===== src/hdl/upv_fifo.sv =====
module upv_fifo #(
   parameter int WIDTH = 8
) (
   input  logic             clock,
   input  logic             reset,
   input  logic             in_valid,
   output logic             in_ready,
   input  logic [WIDTH-1:0] in_data,
   output logic             out_valid,
   input  logic             out_ready,
   output logic [WIDTH-1:0] out_data
);

   logic [WIDTH-1:0] mem_ff [2];
   logic             wr_ff, rd_ff;
   logic [1:0]       count_ff;
   logic             push, pop;

   assign in_ready  = count_ff != 2'd2;
   assign out_valid = count_ff != 2'd0;
   assign out_data  = mem_ff[rd_ff];
   assign push      = in_valid && in_ready;
   assign pop       = out_valid && out_ready;

   always_ff @(posedge clock) begin
      if (push) begin
         mem_ff[wr_ff] <= in_data;
      end
   end

   always_ff @(posedge clock) begin
      if (reset) begin
         wr_ff    <= 1'b0;
         rd_ff    <= 1'b0;
         count_ff <= 2'd0;
      end else begin
         if (push) begin
            wr_ff <= !wr_ff;
         end
         if (pop) begin
            rd_ff <= !rd_ff;
         end
         count_ff <= count_ff + 2'(push) - 2'(pop);
      end
   end

endmodule


===== config.mk =====
export PLATFORM = sky130hd
export DESIGN_NAME = upv_fifo
export DESIGN_NICKNAME = d
export VERILOG_FILES = /design/src/hdl/upv_fifo.sv
export SDC_FILE = /design/constraint.sdc
export NUM_CORES = 1
export LEC_CHECK = 0
export BUFFER_PORTS_ARGS = -buffer_cell sky130_fd_sc_hd__buf_2
export CORE_MARGIN = 3
export CORE_UTILIZATION = 45
export CTS_CLUSTER_SIZE = 16
export DETAILED_ROUTE_END_ITERATION = 6
export PLACE_DENSITY = 0.7
export REMOVE_ABC_BUFFERS = 1
export SYNTH_ARGS = -nofsm -noshare
export SYNTH_HDL_FRONTEND = slang
export SYNTH_SLANG_ARGS = --single-unit

===== constraint.sdc =====
create_clock -name clock -period 1.7 [get_ports clock]
set_clock_uncertainty 0.2 [all_clocks]
set_input_delay 0.17 -clock clock [delete_from_list [all_inputs] [get_ports clock]]
set_output_delay 0.17 -clock clock [all_outputs]
set_load 0.01 [all_outputs]

Word level (Yosys, flattened, before mapping)
Memory sizes are Yosys's and may differ from the RTL's. A register that Yosys moved wholly into a read port is not among the register bits.
Index checks and enable logic that the tools add are counted.
{"block": "op_classes", "n_mux": 4, "n_shift": 0, "reduce_logical": 5, "eq_ne": 1, "order_cmp": 0, "n_mul": 0, "n_bitwise": 0, "addsub": 2, "div_mod_pow": 0}
{"operator": "$mux W1", "n": 4}
{"operator": "$add A2 B1 Y2", "n": 1}
{"operator": "$logic_and A1 B1 Y1", "n": 2}
{"operator": "$logic_not A1 Y1", "n": 2}
{"operator": "$ne A2 B2 Y1 const B", "n": 1}
{"operator": "$reduce_bool A2 Y1", "n": 1}
{"operator": "$sub A2 B1 Y2", "n": 1}
{"block": "word_totals", "memories": 1, "inputBits": 12, "latchBits": 0, "elab_cells": 16, "ramBits": 16, "rom_bits": 0, "regBits": 4}
{"name": "mem_ff", "words": 2, "word_bits": 8, "rd": 1, "rd_clocked_by_memory_dff": 1, "write_ports": 1, "line": "14", "source": "logic [WIDTH-1:0] mem_ff [2];"}

Depth between registers and ports, before layout
Gate-level depths: netlist of the first run.
{"block": "logic_depth", "ltp_word": 4, "depth_mapped": 6, "mapped_depth_nobuf": 6}

Least setup slack after synthesis of the first run
OpenSTA, ideal clock, no wires.
{"block": "synth_path", "kind": "reg-to-reg", "startpoint": "register count_ff[1]", "endpoint": "register count_ff[1]", "setup_ps": 124, "required_time_ps": 1376, "slack_ps": 172, "arrival_time_ps": 1204, "path_stages_with_launch": 7, "path_cell_list": "dfxtp_1 and2b_1 o21ba_2 nor2_1 ha_1 nor4_1 nor3_1"}
{"block": "synth_via", "elab_chain_len": 4, "elab_cells_between_ends": 6}
{"item": "start, declared", "line": "16", "source": "logic [1:0] count_ff;"}
{"item": "start signal, assigned", "line": "43", "source": "count_ff <= count_ff + 2'(push) - 2'(pop);"}
{"item": "$ne A2 B2 Y1", "line": "19", "source": "assign in_ready = count_ff != 2'd2;"}
{"item": "$logic_and A1 B1 Y1", "line": "22", "source": "assign push = in_valid && in_ready;"}
{"item": "$add A2 B1 Y2", "line": "43"}
{"item": "$sub A2 B1 Y2 (*)", "line": "43"}
Mark *: on every way between the ends. The rest lies on a longest branch, timed or not.
A chain may end at the register's enable or synchronous reset.

Final worst setup path of the first run
Ends and elaborated chain as after synthesis.

==> results_dict.tcl, run 1 <==
set metrics [dict create \
    via_count 530 \
    synth_top_area_frac 0.5774 \
    antenna_found_initial 0 \
    crit_end "count_ff[1]" \
    die_w_um 49 \
    path_class "flip-flop to flip-flop" \
    grt_max_degree 13 \
    crit_chain "and2b_2, o21ba_2, nor2_1, ha_1, nor4_2, nor3_1" \
    power_switching_mw 0.3467 \
    report.final.setup_viol 0 \
    worst_pin_slew_ns 0.5288 \
    antenna_cells 0 \
    row_count 14 \
    slew_headroom 0.6427 \
    drive_above_1_share 0.4598 \
    syn_area_um2 832.0 \
    die_area_um2 2401 \
    vdd_drop_max_mv 0.6243 \
    rrSetupSlack_ns 0.06 \
    root_buffer "clkbuf_4" \
    worstRegToRegCells 6 \
    final_cell_mix "buf_2 (21), edfxtp_1 (16), dlygate4sd3_1 (9)" \
    crit_slowest_cell "dfxtp_2" \
    cts_tree "yes" \
    crit_family "simple AND/OR/NAND/NOR gates" \
    ys_top_cells_by_area "edfxtp_1 (58%), dfxtp_1 (12%), mux2_2 (11%)" \
    synth_warnings 0 \
    pwr-share-seq 0.549 \
    grt_usage 0.1384 \
    placed_cell_area_um2 962.2 \
    cts_buffers 3 \
    cts_sinks 21 \
    r2r-start "count_ff[1]" \
    ys_types 23 \
    cp.depth 6 \
    io_pins 22 \
    swShare 0.2785 \
    detail-route-antenna-nets 0 \
    max_stage_delay_ns 0.38 \
    fp.dieH_um 49 \
    cap_viol_max_count 0 \
    drt-pass1-iter-count 4 \
    ys_ff_latch 21 \
    powerDensity_nw_per_um2 1142 \
    clkLatencyLatePin_ns 0.29 \
    p_int_mw 0.8982 \
    drtIter0Drc 11 \
    cp_num_buf_inv 0 \
    finalMaxSlewViolations 0 \
    clock_power_share 0.188 \
    grt_pass1_wl_um 2532 \
    startpoint_type "flip-flop" \
    power.leakage_nw 0.4330 \
    worstHoldPathType "input pin to flip-flop" \
    hpwl_um 979.4 \
    place_inst 98 \
    clockBufferDepth 2 \
    arrival_ns 1.63 \
    ys_seq_area_frac 0.6977 \
    core_um2 1629 \
    synth_top_area_cell "edfxtp_1" \
    synthCells 54 \
    via_per_inst 4.775 \
    layout_commonest_cell "buf_2" \
    outcome "completed" \
    htreeDepth 1 \
    clock.fmax_mhz 608.1 \
    path_max_fanout 7 \
    numPortBuffers 21 \
    grt_pass1_vias 570 \
    stdcell_area_um2 1090 \
    syn_avg_cell_area_um2 15.41 \
    gp_congestion 0.7604 \
    overflow 0 \
    period_minus_slack_ns 1.644 \
    initial_utilization 0.5108 \
    num-fill-cells 137 \
    wl_per_cell_um 13.18 \
    nNetsFinal 101 \
    combPwrFrac 0.262 \
    worstPathRequired_ns 1.68 \
    instances_no_fill 111 \
    fin_crit_sh 0.9673 \
    crit_start "count_ff[1]" \
    timing.rr.end "count_ff[1]" \
    hold_violations 0 \
    drc 0 \
    area_delta_synth_final_pct 30.98 \
    clkTransAtPathRegs_ns 0.11 \
    fin_total_pwr_mw 1.245 \
    critical_path.endpoint_type "flip-flop" \
    wl_um 1463 \
]
[cell usage after synthesis (all sizes together)]
library cell / instances
inv: 1
nand3b: 1
nor2: 4
a21bo: 1
dfxtp: 5
or2: 1
mux2: 8
o21ai: 2
nor3: 1
nand2b: 1
nor4bb: 1
buf: 1
nand3: 1
edfxtp: 16
ha: 1
a21oi: 1
and3: 2
o21ba: 1
xor2: 1
o31a: 1
nor2b: 1
nor4: 1
and2b: 1
[through the flow]
| step | hold WS (ns) | setup TNS [ns] | setup WS [ns] | util |
|---|---|---|---|---|
| global placement | 0.1582 | 0 | 0.1410 | 0.5906 |
| finish | 0.03233 | 0 | 0.05559 | 0.6690 |
| detailed placement | 0.1617 | 0 | 0.08494 | 0.5906 |
| CTS | 0.01983 | 0 | 0.05554 | 0.6636 |
| global route | 0.04783 | -0.1008 | -0.1008 | 0.6690 |
| floorplan | 0.03907 | 0 | 0.1716 | - |
[worst reg2reg max path, delay by kind of cell, from the launching register on]
family                   cells  cell delay [ns]
AND/OR/NAND/NOR              4             0.61
flip-flops                   1             0.38
adder cells (fa/ha/maj)      1             0.21
AO/OA/AOI/OAI                1             0.14
[worst min-delay path by stage]
stage,depth (start not counted),start,to,slack [ns]
2_1_floorplan,1,reset,wr_ff,0.04
5_1_grt,3,in_valid,wr_ff,0.05
3_5_place_dp,1,in_data[3],mem_ff[1][3],0.16
6_report,3,in_valid,wr_ff,0.03
3_3_place_gp,1,in_data[1],mem_ff[0][1],0.16
4_1_cts,3,in_valid,wr_ff,0.02
[timing repair]
item / in CTS / in global routing
resized for setup: 1 / 3
buffers inserted: 0 / 0
hold buffers: 9 / 0
setup endpoints to repair: 8 / 1
hold endpoints to repair: 21 / 0
pin swaps: 0 / 0
[final cells by class]
class	instances	area (µm²)	area share
clock buffers	3	22.52	0.02067
inverters	1	3.754	0.003444
flip-flops and latches	21	583.1	0.5350
repair buffers	30	195.2	0.1791
well taps	24	30.03	0.02755
multi-input cells	31	250.2	0.2296
clock inverters	1	5.005	0.004592
[cells by family after synthesis]
logic type | after synthesis | synth area share
buffers and inverters | 2 | 0.01052
AOI/OAI and AO/OA | 6 | 0.05263
adders and majority gates | 1 | 0.01504
xor gates and xnor gates | 1 | 0.01053
and+or+nand+nor | 15 | 0.1053
DFF | 21 | 0.6977
muxes | 8 | 0.1083
[per-layer routing]
metal	wire (µm)	GRT usage	vias up
li1	-	-	268
met1	598	0.1690	248
met2	800	0.2330	12
met3	49	0.03364	2
met4	14	0.05687	0
met5	0	0	-
[state kept, by name, indices dropped and copies added, names as in the netlist, named ones only]
signal / cells
count_ff: 2
mem_ff: 16
rd_ff: 1
wr_ff: 1
[power by group through the flow]
stage	logic [mW]	registers, mW	clock network (mW)
final	0.327	0.684	0.235
after floorplan	0.206	0.676	0
after global placement	0.296	0.687	0
after global routing	0.371	0.695	0.266
after detailed placement	0.300	0.693	0
after CTS	0.319	0.683	0.235
No activity file was read; power rests on OpenSTA's default activity.
==> run 2, diff against run 1 <==
Settings changed: CORE_UTILIZATION 45 to 49, PLACE_DENSITY 0.7 to 0.75.
==> results_dict.tcl, run 2 (synthesis gave the netlist of run 1 again) <==
set metrics [dict create \
    outcome "completed" \
    regMostFlops "mem_ff" \
    vdd_drop_max_mv 0.6439 \
    grt_pass1_vias 504 \
    cp_num_buf_inv 0 \
    antenna_found_initial 0 \
    period_minus_slack_ns 1.644 \
    report.final.setup_viol 0 \
    critical_path.endpoint_type "flip-flop" \
    largest_reg_flops 16 \
    place_inst 92 \
    via_count 549 \
    grt_pass1_wl_um 1980 \
    cap_viol_max_count 0 \
    die_w_um 47.21 \
    layout_commonest_cell "buf_2" \
    via_per_inst 5.229 \
    cts_tree "yes" \
    drt-pass1-iter-count 3 \
    powerDensity_nw_per_um2 1130 \
    io_pins 22 \
    crit_chain "and2b_1, o21ba_2, nor2_1, ha_1, nor4_2, nor3_1" \
    crit_slowest_cell "dfxtp_4" \
    overflow 0 \
    hold_violations 0 \
    root_buffer "clkbuf_4" \
    grt_usage 0.1334 \
    startpoint_type "flip-flop" \
    finalMaxSlewViolations 0 \
    num-fill-cells 114 \
    initial_utilization 0.5337 \
    worstPathRequired_ns 1.69 \
    grt_max_degree 13 \
    hold_ws_ns 0.01933 \
    clock.fmax_mhz 608.1 \
    instances_no_fill 105 \
    largest_registers "mem_ff x16, count_ff x2" \
    drc 0 \
    cts_buffers 3 \
    path_max_fanout 7 \
    hpwl_um 878.8 \
    nNetsFinal 103 \
    clockBufferDepth 2 \
    fin_crit_sh 0.9673 \
    clkLatencyLatePin_ns 0.29 \
    area_delta_synth_final_pct 31.73 \
    max_stage_delay_ns 0.39 \
    antenna_cells 0 \
    detail-route-antenna-nets 0 \
    hold_start "in_valid" \
    final_cell_mix "buf_2 (21), edfxtp_1 (16), dlygate4sd3_1 (9)" \
    worstHoldPathType "input pin to flip-flop" \
    die_area_um2 2228 \
    cts_sinks 21 \
    gp_congestion 0.7019 \
    row_count 14 \
    slew_headroom 0.6891 \
    numPortBuffers 21 \
    drive_above_1_share 0.4607 \
    drtIter0Drc 7 \
    power.leakage_nw 0.4444 \
    htreeDepth 1 \
    path_class "flip-flop to flip-flop" \
    crit_start "count_ff[1]" \
    worst_pin_slew_ns 0.4600 \
    finalSetupTns_ns 0 \
    postCtsSetupRepairBufs 0 \
    crit_family "simple AND/OR/NAND/NOR gates" \
    wl_um 1324 \
    rrSetupSlack_ns 0.06 \
    r2r-start "count_ff[1]" \
    wl_per_cell_um 12.61 \
    arrival_ns 1.64 \
    core_um2 1559 \
    clkTransAtPathRegs_ns 0.11 \
    fp.dieH_um 47.21 \
]
[run 2: cell count changes in the layout (fill, tap and decap cells not counted), sizes merged]
cell,change
buf,+2
[run 2: worst paths after layout]
check	end	cells past startpoint
worst max-delay path	count_ff[1]	6
worst min-delay path	wr_ff	3
worst min register to register	rd_ff	2
worst max register to register	count_ff[1]	6
[run 2: routing by layer]
metal  routed length, µm  vias up  track usage
li1                    -      274            -
met1                 515      260       0.1397
met2                 743       13       0.2439
met3                  55        2      0.03448
met4                   9        0      0.06630
met5                   0        -            0
[run 2: cell type report]
| cell class | count | area (µm²) | share of cell area |
|---|---|---|---|
| clock buffers | 3 | 22.52 | 0.02055 |
| clock inverters | 1 | 5.005 | 0.004566 |
| inverters | 1 | 3.754 | 0.003425 |
| multi-input cells | 31 | 249.0 | 0.2272 |
| flip-flops and latches | 21 | 585.6 | 0.5342 |
| well taps | 16 | 20.02 | 0.01826 |
| repair buffers | 32 | 210.2 | 0.1918 |
[run 2: per-stage QoR]
step / instance area, µm² / setup WS (ns) / power [mW] / util
finish: 1096 / 0.05561 / 1.238 / 0.7031
global route: 1096 / -0.04135 / 1.322 / 0.7031
CTS: 1086 / 0.04146 / 1.242 / 0.6966
detailed placement: 967.2 / 0.05230 / 0.9963 / 0.6204
global placement: 967.2 / 0.1481 / 0.9892 / 0.6204
floorplan: 827.0 / 0.1716 / 0.8823 / -
[run 2: where the power goes]
group	total (mW)	leakage [nW]	switching (mW)	internal (mW)
registers	0.681	0.192	0.0503	0.631
logic	0.329	0.235	0.143	0.185
clock network	0.228	0.0177	0.141	0.0875
total	1.24	0.444	0.334	0.904
[run 2: worst min-delay path, delay by kind of cell]
kind,cells,cell delay [ns]
AO/OA/AOI/OAI,1,0.06
buffers and inverters,1,0.14
AND/OR/NAND/NOR,1,0.10
[run 2: what timing repair did]
item                                    in CTS  in global routing
hold buffers                                 9                  0
cloned                                       0                  0
gates resized for setup                      1                  3
endpoints found under the setup margin       8                  1
pin swaps                                    0                  0
hold endpoints to repair                    21                  0
==> run 3, diff against run 2 <==
Settings changed: CELL_PAD_IN_SITES_DETAIL_PLACEMENT from default to 1, CELL_PAD_IN_SITES_GLOBAL_PLACEMENT from default to 1, CORE_UTILIZATION 49 to 40, GPL_TIMING_DRIVEN from default to 0, PLACE_DENSITY 0.75 to default, PLACE_DENSITY_LB_ADDON from default to 0.1, REMOVE_ABC_BUFFERS 1 to default.
==> results_dict.tcl, run 3 (synthesis gave the netlist of run 1 again) <==
set metrics [dict create \
    htreeDepth 1 \
    largest_registers "mem_ff x16, count_ff x2" \
    outcome "completed" \
    area_delta_synth_final_pct 32.78 \
    overflow 0 \
    path_class "flip-flop to primary output" \
    regMostFlops "mem_ff" \
    grt_pass1_wl_um 2484 \
    period_minus_slack_ns 1.632 \
    postCtsSetupRepairBufs 0 \
    finalMaxSlewViolations 0 \
    synth_fp_nets 67 \
    holdPathStages 3 \
    startpoint_type "flip-flop" \
    worstPathRequired_ns 1.33 \
    rrSetupSlack_ns 0.11 \
    row_count 15 \
    wl_per_cell_um 13.58 \
    grt_max_degree 13 \
    via_per_inst 4.858 \
    drc 0 \
    vdd_drop_max_mv 0.6883 \
    clkTransAtPathRegs_ns 0.11 \
    report.final.setup_viol 0 \
    cts_buffers 3 \
    die_area_um2 2664 \
    worst_pin_slew_ns 0.4265 \
    drive_above_1_share 0.4773 \
    arrival_ns 1.26 \
    final_cell_mix "buf_2 (21), edfxtp_1 (16), dlygate4sd3_1 (9)" \
    gp_congestion 0.6787 \
    timing.rr.end "count_ff[1]" \
    hold_end "wr_ff" \
    rsz0062_at_grt "yes" \
    initial_utilization 0.4524 \
    detail-route-antenna-nets 0 \
    wl_um 1535 \
    via_count 549 \
    antenna_cells 0 \
    critical_path.endpoint_type "primary output" \
    hold_violations 0 \
    cts_tree "yes" \
    layout_commonest_cell "buf_2" \
    nNetsFinal 102 \
    path_max_fanout 8 \
    drtIter0Drc 5 \
    root_buffer "clkbuf_4" \
    crit_slowest_cell "mux2_2" \
    die_w_um 51.61 \
    fin_crit_sh 0.9599 \
    hold_start "in_valid" \
    clock.fmax_mhz 612.8 \
    power.leakage_nw 0.4311 \
    antenna_found_initial 0 \
    num-fill-cells 199 \
    worstHoldPathType "input pin to flip-flop" \
    cts_sinks 21 \
    r2r-start "count_ff[1]" \
    grt_pass1_vias 594 \
    crit_chain "buf_4, mux2_2, buf_2" \
    worstRegToRegCells 6 \
    fin_util 0.6007 \
    max_stage_delay_ns 0.35 \
    hpwl_um 1093 \
    crit_family "multiplexers" \
    io_pins 22 \
    slew_headroom 0.7118 \
    grt_usage 0.1274 \
    clockBufferDepth 2 \
    cap_viol_max_count 0 \
    powerDensity_nw_per_um2 1128 \
    core_um2 1839 \
    drt-pass1-iter-count 3 \
    fp.dieH_um 51.61 \
    cp_num_buf_inv 2 \
    clkLatencyLatePin_ns 0.29 \
    numPortBuffers 21 \
    fin_total_pwr_mw 1.246 \
    largest_reg_flops 16 \
]
==> run 3: changes by cell type in the layout (fill, tap and decap cells not counted) <==
cell,before,now
and2b_1,1,0
dfxtp_1,3,4
and3_2,0,1
buf_4,2,1
clkinvlp_4,0,1
inv_1,1,0
dfxtp_2,1,0
and2b_2,0,1
and3_1,2,1
==> run 3: how the worst max path moves through the flow <==
stage / start / end / slack (ns) / cells after the start
floorplan: count_ff[1] / count_ff[1] / 0.17 / 6
global placement: count_ff[1] / count_ff[1] / 0.07 / 6
detailed placement: count_ff[1] / count_ff[1] / 0.05 / 6
CTS: count_ff[1] / count_ff[1] / 0.03 / 6
global route: count_ff[1] / count_ff[1] / -0.03 / 6
finish: flip-flop / out_data[6] / 0.07 / 3
==> run 3: power by group <==
group	internal [mW]	switching, mW	total, mW
Clock	0.0874	0.135	0.222
Combinational	0.191	0.168	0.359
Sequential	0.629	0.0357	0.665
Total	0.907	0.339	1.25
==> run 3: timing repair <==
action	CTS	global route
pin swaps	0	0
hold endpoints to repair	21	0
endpoints found under the setup margin	5	17
hold buffers	9	0
gates resized for setup	1	6
==> run 3: stage by stage <==
stage	instances	TNS [ns]	hold slack (ns)	instance area, µm²	setup slack [ns]
3_5_place_dp	100	0	0.1620	968.4	0.05046
5_1_grt	113	-0.02731	0.05795	1105	-0.02731
4_1_cts	113	0	0.03154	1089	0.03374
3_3_place_gp	100	0	0.1584	968.4	0.07444
2_1_floorplan	54	0	0.03907	832.0	0.1716
6_report	113	0	0.07466	1105	0.06812
==> run 3: area by class of cell <==
type	instances	area [µm²]	area share
clock buffer	3	22.52	0.02039
buffer	1	7.507	0.006795
multi-input combinational	31	251.5	0.2276
clock inverter	1	5.005	0.004530
tap	25	31.28	0.02831
inverter	1	7.507	0.006795
timing repair buffer	30	195.2	0.1767
sequential	21	584.3	0.5289
==> run 3: metal layers <==
layer	GRT usage	up-vias	routed length, µm
li1	-	269	-
met1	0.1294	268	570
met2	0.2542	12	911
met3	0.02579	0	53
met4	0.03930	0	0
met5	0	-	0
==> run 3: tightest hold or removal path: cells and delay by family <==
family | cells | cell delay [ns]
buffers and inverters | 1 | 0.16
AO/OA/AOI/OAI | 2 | 0.19
